===== src/kor_pkg.sv =====
package kor_pkg;

  // Number of priority table entries in use (limited to the table length).
  localparam int KEY_ENTRIES = 18;
  localparam int TABLE_LEN   = 18;
  localparam int KEY_CNT     = (KEY_ENTRIES < TABLE_LEN) ? KEY_ENTRIES : TABLE_LEN;

  localparam logic [31:0] MASK_G0   = 32'h000F_FC0F;
  localparam logic [31:0] MASK_G1   = 32'h0020_0000;
  localparam logic [31:0] MASK_G2   = 32'h0000_2182;
  localparam int          USB_POS   = 26;
  localparam int          SD_RO_POS = 17;

  localparam logic [15:0] FIRST_DELAY_RST  = 16'd500;
  localparam logic [15:0] REPEAT_DELAY_RST = 16'd175;

  localparam int TDATA_IN_W  = 136;
  localparam int TDATA_OUT_W = 136;

  typedef enum logic [2:0] {
    OP_SCAN    = 3'd0,
    OP_PRESS   = 3'd1,
    OP_RELEASE = 3'd2,
    OP_REL_ALL = 3'd3,
    OP_RST_REP = 3'd4
  } op_e;

  typedef enum logic [1:0] {
    CFG_REMOTE_EN  = 2'd0,
    CFG_FIRST_DLY  = 2'd1,
    CFG_REPEAT_DLY = 2'd2
  } cfg_idx_e;

  typedef logic [2:0][31:0] kwords_t;

  typedef struct packed {
    op_e         op;
    logic [4:0]  key_code;
    kwords_t     raw;
    logic        override_on;
    logic [31:0] tick_ms;
  } item_t;

  typedef struct packed {
    logic [31:0] status0;
    logic [31:0] status1;
    logic [31:0] status2;
    logic        remote_level;
    logic [15:0] pulse_length;
    logic [4:0]  pressed_key;
    logic [4:0]  clicked_key;
    logic [4:0]  repeat_key;
    logic        key_is_clicked;
  } result_t;

  typedef struct packed {
    logic        remote_en;
    logic [15:0] first_delay;
    logic [15:0] repeat_delay;
  } cfg_t;

  typedef struct packed {
    logic        found;
    logic [1:0]  grp;
    logic [31:0] bits;
  } key_ref_t;

  localparam logic [1:0] KEY_GRP [TABLE_LEN] = '{
    2'd0, 2'd0, 2'd0, 2'd0, 2'd0, 2'd0, 2'd0, 2'd0, 2'd0,
    2'd0, 2'd0, 2'd0, 2'd0, 2'd1, 2'd2, 2'd2, 2'd2, 2'd2
  };

  localparam logic [4:0] KEY_CODE [TABLE_LEN] = '{
    5'd1, 5'd2, 5'd1, 5'd3, 5'd4, 5'd3, 5'd5, 5'd6, 5'd7,
    5'd8, 5'd9, 5'd10, 5'd11, 5'd12, 5'd13, 5'd14, 5'd15, 5'd16
  };

  localparam logic [31:0] KEY_BITS [TABLE_LEN] = '{
    32'h0000_0003, 32'h0000_0001, 32'h0000_0002,
    32'h0000_000C, 32'h0000_0004, 32'h0000_0008,
    32'h0000_0800, 32'h0000_1000, 32'h0000_6000,
    32'h0001_0000, 32'h0002_0000, 32'h0004_0000,
    32'h0008_0000, 32'h0020_0000, 32'h0000_0100,
    32'h0000_2002, 32'h0000_0002, 32'h0000_2000
  };

  // First table entry that carries the given code.
  function automatic key_ref_t find_key(logic [4:0] code);
    key_ref_t r;
    r = '0;
    for (int i = 0; i < KEY_CNT; i++) begin
      if (!r.found && KEY_CODE[i] == code) begin
        r.found = 1'b1;
        r.grp   = KEY_GRP[i];
        r.bits  = KEY_BITS[i];
      end
    end
    return r;
  endfunction

  function automatic logic is_pressed(kwords_t cur, logic [1:0] grp, logic [31:0] bits);
    return (cur[grp] & bits) == '0;
  endfunction

  function automatic logic is_clicked(kwords_t cur, kwords_t prev, logic [1:0] grp,
                                      logic [31:0] bits);
    return ((prev[grp] & bits) != '0) && ((cur[grp] & bits) == '0);
  endfunction

  function automatic logic [4:0] first_pressed(kwords_t cur);
    logic [4:0] code;
    code = '0;
    for (int i = 0; i < KEY_CNT; i++) begin
      if (code == '0 && is_pressed(cur, KEY_GRP[i], KEY_BITS[i])) begin
        code = KEY_CODE[i];
      end
    end
    return code;
  endfunction

  function automatic logic [4:0] first_clicked(kwords_t cur, kwords_t prev);
    logic [4:0] code;
    code = '0;
    for (int i = 0; i < KEY_CNT; i++) begin
      if (code == '0 && is_clicked(cur, prev, KEY_GRP[i], KEY_BITS[i])) begin
        code = KEY_CODE[i];
      end
    end
    return code;
  endfunction

endpackage


===== src/key_override_autorepeat.sv =====
// Channel  | Direction | Handshake                    | Payload
// ---------+-----------+------------------------------+-----------------------------------
// s_axis   | in        | s_axis_tvalid/s_axis_tready  | tuser: operation; tdata: item
// m_axis   | out       | m_axis_tvalid/m_axis_tready  | tdata: result
// cfg      | in        | cfg_we_i (no wait)           | cfg_idx_i, cfg_wdata_i
//
// One request is taken per cycle while the result stream is not stalled, and each request gives exactly one result.
// A request is first held in the input register, and the evaluation of the
// key words, the override merge and the autorepeat happens on the way into
// the result register, from which the result is offered on m_axis.
// Reset is asynchronous and active low: the key words return to all ones,
// the autorepeat and the remote counter clear, and the registers load their
// defaults (remote off, first delay 500, repeat delay 175).
// When m_axis_tready is low with a result waiting the result register holds;
// the input register still takes one more request, and s_axis_tready drops once both are full.
module key_override_autorepeat import kor_pkg::*; (
  input  logic                   clk_i,
  input  logic                   rst_ni,
  // Input stream
  input  logic                   s_axis_tvalid,
  output logic                   s_axis_tready,
  // [4:0] key_code, [36:5] raw_word0, [68:37] raw_word1, [100:69] raw_word2,
  // [101] override_on, [133:102] tick_ms, [135:134] zero
  input  logic [TDATA_IN_W-1:0]  s_axis_tdata,
  // [2:0] operation
  input  logic [2:0]             s_axis_tuser,
  // Result stream
  output logic                   m_axis_tvalid,
  input  logic                   m_axis_tready,
  // [31:0] status0, [63:32] status1, [95:64] status2, [96] remote_level,
  // [112:97] pulse_length, [117:113] pressed_key, [122:118] clicked_key,
  // [127:123] repeat_key, [128] key_is_clicked, [135:129] zero
  output logic [TDATA_OUT_W-1:0] m_axis_tdata,
  // Configuration writes
  input  logic                   cfg_we_i,
  input  logic [1:0]             cfg_idx_i,
  input  logic [15:0]            cfg_wdata_i
);

  item_t   in_item, stage_item;
  logic    stage_valid, adv;
  result_t core_res, out_q;
  logic    out_valid_q, out_valid_d;
  cfg_t    cfg_q, cfg_d;

  // Unpack the request fields.
  assign in_item.op          = op_e'(s_axis_tuser);
  assign in_item.key_code    = s_axis_tdata[4:0];
  assign in_item.raw[0]      = s_axis_tdata[36:5];
  assign in_item.raw[1]      = s_axis_tdata[68:37];
  assign in_item.raw[2]      = s_axis_tdata[100:69];
  assign in_item.override_on = s_axis_tdata[101];
  assign in_item.tick_ms     = s_axis_tdata[133:102];

  // An item moves on when the result register is empty or being drained.
  assign adv = stage_valid && (!out_valid_q || m_axis_tready);

  kor_in_reg u_in_reg (
    .clk_i      (clk_i),
    .rst_ni     (rst_ni),
    .in_valid_i (s_axis_tvalid),
    .in_ready_o (s_axis_tready),
    .in_item_i  (in_item),
    .adv_i      (adv),
    .valid_o    (stage_valid),
    .item_o     (stage_item)
  );

  kor_core u_core (
    .clk_i    (clk_i),
    .rst_ni   (rst_ni),
    .adv_i    (adv),
    .item_i   (stage_item),
    .cfg_i    (cfg_q),
    .result_o (core_res)
  );

  // Configuration registers; writes to an unused index are dropped.
  always_comb begin
    cfg_d = cfg_q;
    if (cfg_we_i) begin
      case (cfg_idx_i)
        CFG_REMOTE_EN:  cfg_d.remote_en    = cfg_wdata_i[0];
        CFG_FIRST_DLY:  cfg_d.first_delay  = cfg_wdata_i;
        CFG_REPEAT_DLY: cfg_d.repeat_delay = cfg_wdata_i;
        default: begin
        end
      endcase
    end
  end

  always_ff @(posedge clk_i or negedge rst_ni) begin
    if (!rst_ni) begin
      cfg_q.remote_en    <= 1'b0;
      cfg_q.first_delay  <= FIRST_DELAY_RST;
      cfg_q.repeat_delay <= REPEAT_DELAY_RST;
    end else begin
      cfg_q <= cfg_d;
    end
  end

  // Result register.
  always_comb begin
    out_valid_d = out_valid_q;
    if (!out_valid_q || m_axis_tready) begin
      out_valid_d = adv;
    end
  end

  always_ff @(posedge clk_i or negedge rst_ni) begin
    if (!rst_ni) begin
      out_valid_q <= 1'b0;
    end else begin
      out_valid_q <= out_valid_d;
    end
  end

  always_ff @(posedge clk_i) begin
    if (adv) begin
      out_q <= core_res;
    end
  end

  assign m_axis_tvalid = out_valid_q;
  assign m_axis_tdata  = {7'd0, out_q.key_is_clicked, out_q.repeat_key, out_q.clicked_key,
                          out_q.pressed_key, out_q.pulse_length, out_q.remote_level,
                          out_q.status2, out_q.status1, out_q.status0};

  // A clicked key is also pressed, so the pressed priority search finds one.
  a_click_implies_press: assert property (@(posedge clk_i) disable iff (!rst_ni)
    (out_valid_q && out_q.clicked_key != '0) |-> (out_q.pressed_key != '0))
    else $error("clicked key reported without a pressed key");

  // A pulse length is only reported on the scan where the remote level falls.
  a_pulse_on_fall: assert property (@(posedge clk_i) disable iff (!rst_ni)
    (out_valid_q && out_q.pulse_length != '0) |-> !out_q.remote_level)
    else $error("pulse length reported while remote level is high");

  // The SD read-only flag never reaches the reported status.
  a_sd_cleared: assert property (@(posedge clk_i) disable iff (!rst_ni)
    out_valid_q |-> !out_q.status2[SD_RO_POS])
    else $error("SD read-only bit set in reported status");

endmodule


===== src/kor_in_reg.sv =====
module kor_in_reg import kor_pkg::*; (
  input  logic  clk_i,
  input  logic  rst_ni,
  input  logic  in_valid_i,
  output logic  in_ready_o,
  input  item_t in_item_i,
  input  logic  adv_i,
  output logic  valid_o,
  output item_t item_o
);

  logic  valid_q, valid_d;
  item_t item_q;

  // The register takes a new request when empty or when its item moves on.
  assign in_ready_o = !valid_q || adv_i;

  always_comb begin
    valid_d = valid_q;
    if (in_ready_o) begin
      valid_d = in_valid_i;
    end
  end

  always_ff @(posedge clk_i or negedge rst_ni) begin
    if (!rst_ni) begin
      valid_q <= 1'b0;
    end else begin
      valid_q <= valid_d;
    end
  end

  always_ff @(posedge clk_i) begin
    if (in_ready_o && in_valid_i) begin
      item_q <= in_item_i;
    end
  end

  assign valid_o = valid_q;
  assign item_o  = item_q;

endmodule


===== src/kor_core.sv =====
module kor_core import kor_pkg::*; (
  input  logic    clk_i,
  input  logic    rst_ni,
  input  logic    adv_i,
  input  item_t   item_i,
  input  cfg_t    cfg_i,
  output result_t result_o
);

  kwords_t     cur_q, cur_d, prev_q, prev_d, virt_q, virt_d;
  logic [4:0]  held_key_q, held_key_d;
  logic [31:0] held_since_q, held_since_d;
  logic        repeating_q, repeating_d;
  logic [15:0] rhc_q, rhc_d;

  key_ref_t    code_ref, held_ref;
  kwords_t     stat;
  logic [4:0]  clk_key;
  logic [31:0] wait_ticks, elapsed;
  result_t     res;

  always_comb begin
    cur_d        = cur_q;
    prev_d       = prev_q;
    virt_d       = virt_q;
    held_key_d   = held_key_q;
    held_since_d = held_since_q;
    repeating_d  = repeating_q;
    rhc_d        = rhc_q;
    res          = '0;
    stat         = '0;
    code_ref     = find_key(item_i.key_code);
    held_ref     = find_key(held_key_q);
    clk_key      = '0;
    wait_ticks   = {16'd0, repeating_q ? cfg_i.repeat_delay : cfg_i.first_delay};
    elapsed      = item_i.tick_ms - held_since_q;

    case (item_i.op)
      OP_SCAN: begin
        prev_d = cur_q;
        cur_d  = item_i.raw;
        if (item_i.override_on) begin
          stat[0] = (cur_d[0] | MASK_G0) & (~MASK_G0 | virt_q[0]);
          stat[1] = (cur_d[1] | MASK_G1) & (~MASK_G1 | virt_q[1]);
          stat[2] = (cur_d[2] | MASK_G2) & (~MASK_G2 | virt_q[2]);
        end else begin
          stat = cur_d;
        end
        res.remote_level = stat[2][USB_POS];
        if (stat[2][USB_POS]) begin
          if (rhc_q != 16'hFFFF) begin
            rhc_d = rhc_q + 16'd1;
          end
        end else if (rhc_q != '0) begin
          res.pulse_length = rhc_q;
          rhc_d            = '0;
        end
        if (cfg_i.remote_en) begin
          stat[2][USB_POS] = 1'b0;
        end
        stat[2][SD_RO_POS] = 1'b0;

        // Autorepeat: a fresh click restarts the hold timer, otherwise a held
        // key repeats once its delay has strictly passed.
        clk_key = first_clicked(cur_d, prev_d);
        if (clk_key != '0) begin
          held_key_d     = clk_key;
          repeating_d    = 1'b0;
          held_since_d   = item_i.tick_ms;
          res.repeat_key = clk_key;
        end else if (held_key_q != '0 && held_ref.found &&
                     is_pressed(cur_d, held_ref.grp, held_ref.bits)) begin
          if (elapsed > wait_ticks) begin
            repeating_d    = 1'b1;
            held_since_d   = item_i.tick_ms;
            res.repeat_key = held_key_q;
          end
        end else begin
          held_key_d = '0;
        end
      end
      OP_PRESS: begin
        if (code_ref.found) begin
          virt_d[code_ref.grp] = virt_q[code_ref.grp] & ~code_ref.bits;
        end
      end
      OP_RELEASE: begin
        if (code_ref.found) begin
          virt_d[code_ref.grp] = virt_q[code_ref.grp] | code_ref.bits;
        end
      end
      OP_REL_ALL: begin
        virt_d[0] = virt_q[0] | MASK_G0;
        virt_d[1] = virt_q[1] | MASK_G1;
        virt_d[2] = virt_q[2] | MASK_G2;
      end
      OP_RST_REP: begin
        held_key_d = '0;
      end
      default: begin
      end
    endcase

    res.status0        = stat[0];
    res.status1        = stat[1];
    res.status2        = stat[2];
    res.pressed_key    = first_pressed(cur_d);
    res.clicked_key    = first_clicked(cur_d, prev_d);
    res.key_is_clicked = code_ref.found &&
                         is_clicked(cur_d, prev_d, code_ref.grp, code_ref.bits);
  end

  always_ff @(posedge clk_i or negedge rst_ni) begin
    if (!rst_ni) begin
      cur_q        <= '1;
      prev_q       <= '1;
      virt_q       <= '1;
      held_key_q   <= '0;
      held_since_q <= '0;
      repeating_q  <= 1'b0;
      rhc_q        <= '0;
    end else if (adv_i) begin
      cur_q        <= cur_d;
      prev_q       <= prev_d;
      virt_q       <= virt_d;
      held_key_q   <= held_key_d;
      held_since_q <= held_since_d;
      repeating_q  <= repeating_d;
      rhc_q        <= rhc_d;
    end
  end

  assign result_o = res;

endmodule

===== config.mk =====
export PLATFORM = sky130hd
export DESIGN_NAME = key_override_autorepeat
export DESIGN_NICKNAME = d
export VERILOG_FILES = /design/src/kor_pkg.sv /design/src/key_override_autorepeat.sv /design/src/kor_in_reg.sv /design/src/kor_core.sv
export SDC_FILE = /design/constraint.sdc
export NUM_CORES = 1
export LEC_CHECK = 0
export BUFFER_PORTS_ARGS = -buffer_cell sky130_fd_sc_hd__buf_2
export CAP_MARGIN = 10
export CORE_AREA = 5 5 224 226
export CTS_BUF_LIST = sky130_fd_sc_hd__clkbuf_4
export DETAILED_ROUTE_END_ITERATION = 7
export DIE_AREA = 0 0 229 231
export PLACE_DENSITY = 0.74
export SYNTH_ARGS = -nofsm -noshare
export SYNTH_HDL_FRONTEND = slang
export SYNTH_HIERARCHICAL = 1
export SYNTH_SLANG_ARGS = --single-unit

===== constraint.sdc =====
create_clock -name clk_i -period 9.3 [get_ports clk_i]
set_clock_uncertainty 0.05 [all_clocks]
set_input_delay 2.79 -clock clk_i [delete_from_list [all_inputs] [get_ports clk_i]]
set_output_delay 2.79 -clock clk_i [all_outputs]
set_load 0.02 [all_outputs]

==> flow_metrics.env <==
export IMPL_vias=18300
export IMPL_postSynth_topFlopCell="sky130_fd_sc_hd__edfxtp_1"
export IMPL_p_per_area_nw_per_um2=274
export IMPL_top_level_ports=300
export IMPL_drt_drc_violations_left=0
export IMPL_finalSetupTns_ns=0
export IMPL_power_clock_fraction=0.263
export IMPL_netlist_area_um2=23600
export IMPL_fmax_mhz=145
export IMPL_dr_first_iter_drc_count=1635
export IMPL_yosysTopAreaCellShare=0.338
export IMPL_worst_setup_path_start_kind="input pin"
export IMPL_timing_hold_violations_final=0
export IMPL_finalWorstPathRequiredPeriod_ns=6.91
export IMPL_cts_resized_gates=0
export IMPL_power_static_leakage_nw=11.5
export IMPL_min_period_over_period=0.743
export IMPL_design_core_area_um2=48100
export IMPL_detail_route_first_pass_iterations=7
export IMPL_antenna_left=0
export IMPL_worstSetupEndpoint="s_axis_tready"
export IMPL_grt_setup_unrepaired="false"
export IMPL_root_buffer="sky130_fd_sc_hd__clkbuf_4"
export IMPL_synthTopCellsByArea="sky130_fd_sc_hd__edfxtp_1 (34%), sky130_fd_sc_hd__dfstp_2 (14%), sky130_fd_sc_hd__dfrtp_1 (8.1%), sky130_fd_sc_hd__nand2_1 (5.5%), sky130_fd_sc_hd__mux2i_1 (3.1%)"
export IMPL_relSlewSlack=0.230
export IMPL_p_comb_frac=0.328
export IMPL_yosys_top_cells_count="sky130_fd_sc_hd__nand2_1 (347), sky130_fd_sc_hd__edfxtp_1 (266), sky130_fd_sc_hd__a21oi_1 (131)"
export IMPL_warnings_from_yosys=6
export IMPL_worst_setup_hold_path_clk_slew_ns=0.05
export IMPL_avgRoutedWirePerCell_um=20.3
export IMPL_syn_area_per_cell_um2=11.0
export IMPL_grt_antenna_before_repair=3
export IMPL_synth_compound_area_share=0.144
export IMPL_setup_worst_path_end_class="primary output"
export IMPL_syn_instance_count=2159
export IMPL_synth_simple_gate_area_share=0.164
export IMPL_fp_dieArea_um2=52900
export IMPL_fill_cell_instance_count_of_the_final_layout=4100
export IMPL_clock_insertion_delay_at_the_later_pin_of_the_skew_report_ns=0.91
export IMPL_die_ht_um=231
export IMPL_total_switching_power_w=0.00266
export IMPL_place_congestion=0.957
export IMPL_cts_root_to_sink_buffers=3
export IMPL_total_setup_violations_reported_at_the_end_of_the_flow=0
export IMPL_critPathRequiredTime_ns=6.46
export IMPL_die_w_um=229
export IMPL_crit_path_start="m_axis_tready"
export IMPL_global_route_overflow_total=0
export IMPL_regToRegSetupSlack_ns=2.69
export IMPL_avgViaCountPerCell=5.72
export IMPL_yosys_mux_area_fraction=0.0531
export IMPL_cts_tree="done"
export IMPL_crit_reg2reg_launch="u_in_reg/item_o[1]$_DFFE_PP_"
export IMPL_finish_net_count=2679
export IMPL_post_cts_setup_buffer_count=0
export IMPL_holdCritPathClass="reg -> reg"
export IMPL_drv_cap=0
export IMPL_cts_num_sinks=472
export IMPL_detailed_place_hpwl_um=44500
export IMPL_buffer_ports_inserted=290
export IMPL_synth_top_family_by_area="simple AND/OR/NAND/NOR gates"
export IMPL_async_flop_share=0.436
export IMPL_arrival_time_at_the_worst_endpoint_ns=4.07
export IMPL_ir_worst_vdd_mv=0.162
export IMPL_seq_power_share=0.408
export IMPL_global_route_wire_length_before_repair_um=101000
export IMPL_timing_worst_setup_path_type="in -> out"
export IMPL_cts_made_buffers=132
export IMPL_synth_xor_xnor_area_share=0.0115
export IMPL_flow_area_growth_from_synthesis_pct=15.2
export IMPL_ctsHoldBuffers=0
export IMPL_placement_rows=81
export IMPL_synth_largest_area_cell="sky130_fd_sc_hd__edfxtp_1"
export IMPL_ctsHtreeMaxLevel=4
export IMPL_timing_critical_path_fanout_max=57
export IMPL_ff2ff_path_depth=21
export IMPL_synth_sequential_area_ratio=0.563
export IMPL_start_util=0.491
export IMPL_postSynthRegisterBits=472
export IMPL_synth_enable_flop_cells=266
export IMPL_critical_path_reg2reg_endpoint="m_axis_tdata[124]$_DFFE_PP_"
export IMPL_grt_start_max_net_pins=138
export IMPL_tightestPinTransition_ns=1.15
export IMPL_swShare=0.356
export IMPL_final_hold_worst_slack_ns=0.316
export IMPL_power_report_internal_total_w=0.00481
export IMPL_synth_adder_area_share=0.0268
export IMPL_grt_pass1_vias=18400
export IMPL_route_final_wire_length_um=65100
export IMPL_drive_above_1_share=0.283
export IMPL_timing_final_max_slew_violations=0
export IMPL_run_status="finished clean"
export IMPL_yosys_cell_count_top_type="sky130_fd_sc_hd__nand2_1"
export IMPL_gr_usage_all_layers=0.242
export IMPL_synth_lib_cells_used_distinct=95
[how the worst min path moves through the flow]
| stage | from | to | slack (ns) | depth (start not counted) |
|---|---|---|---|---|
| finish | register | register | 0.32 | 0 |
| global route | register | register | 0.32 | 0 |
| CTS | register | register | 0.32 | 0 |
| detailed placement | register | register | 0.31 | 0 |
| global placement | register | register | 0.31 | 0 |
| floorplan | register | register | 0.38 | 1 |
[routing by layer]
layer	share of wire	vias to the layer above	wire, µm	track usage
met3	0.078	112	5090	0.0669
met2	0.47	758	30800	0.383
met4	0.026	0	1690	0.0934
met5	0	-	0	0
met1	0.42	8861	27400	0.319
li1	-	8568	-	-
[registers in the layout (all words and copies together), names as in the netlist, named ones only]
register	cells
u_in_reg/valid_o	1
u_core/prev_q	40
u_core/cur_q	40
m_axis_tdata	129
u_core/repeating_q	1
u_core/held_since_q	32
u_core/virt_q	3
u_in_reg/item_o	137
m_axis_tvalid	1
u_core/rhc_q	16
cfg_q	33
u_core/held_key_q	5
[metrics by stage]
step | worst slack (ns) | util | instances | total power [W] | area (µm²)
finish | 2.39 | 0.566 | 3200 | 0.00747 | 27200
global route | 2.28 | 0.566 | 3200 | 0.00796 | 27200
CTS | 2.38 | 0.566 | 3197 | 0.00751 | 27200
detailed placement | 2.38 | 0.528 | 2955 | 0.00549 | 25400
global placement | 2.41 | 0.528 | 2955 | 0.00539 | 25400
floorplan | 1.47 | - | 2165 | 0.00480 | 23700
[logic make-up (layout without fill, tap and decap cells)]
family	after synthesis	in the layout
AOI/OAI and AO/OA	494	494
xor gates and xnor gates	31	31
adders and majority gates	50	50
buffers and inverters	201	611
DFF	472	472
muxes	113	113
other	2	11
and+or+nand+nor	796	796
[final cells by class]
type,instances,area [µm²],area share
inverter,59,221,0.00813
timing repair buffer,310,1620,0.0596
tap,622,778,0.0286
multi-input combinational,1492,9510,0.349
clock buffer,201,1510,0.0554
clock inverter,41,275,0.0101
sequential,472,13300,0.489
antenna,3,7.51,0.000276
[critical path: stages]
cell and delay (ns):
sky130_fd_sc_hd__buf_2 0.07, sky130_fd_sc_hd__nand2b_1 0.11, sky130_fd_sc_hd__and2_4 0.65, sky130_fd_sc_hd__nand2b_4 0.28
sky130_fd_sc_hd__buf_2 0.16
[cells in the final DEF (no fill, tap or decap), types with 73 or more instances in the layout]
master and instances:
sky130_fd_sc_hd__mux2i_1 73, sky130_fd_sc_hd__and2_1 95, sky130_fd_sc_hd__edfxtp_1 266, sky130_fd_sc_hd__dfstp_2 129, sky130_fd_sc_hd__nand2_1 346, sky130_fd_sc_hd__nor2_1 110, sky130_fd_sc_hd__dfrtp_1 77, sky130_fd_sc_hd__clkbuf_4 201
sky130_fd_sc_hd__buf_2 289, sky130_fd_sc_hd__a21oi_1 131, sky130_fd_sc_hd__o21ai_0 83
[power groups by stage]
stage	registers [W]	logic, W	clock network (W)
after floorplan	0.00303	0.00177	0
after detailed placement	0.00307	0.00241	0
final	0.00305	0.00245	0.00197
after global placement	0.00305	0.00234	0
after global routing	0.00309	0.00271	0.00216
after CTS	0.00304	0.00243	0.00204
No activity file was read; power rests on OpenSTA's default activity.
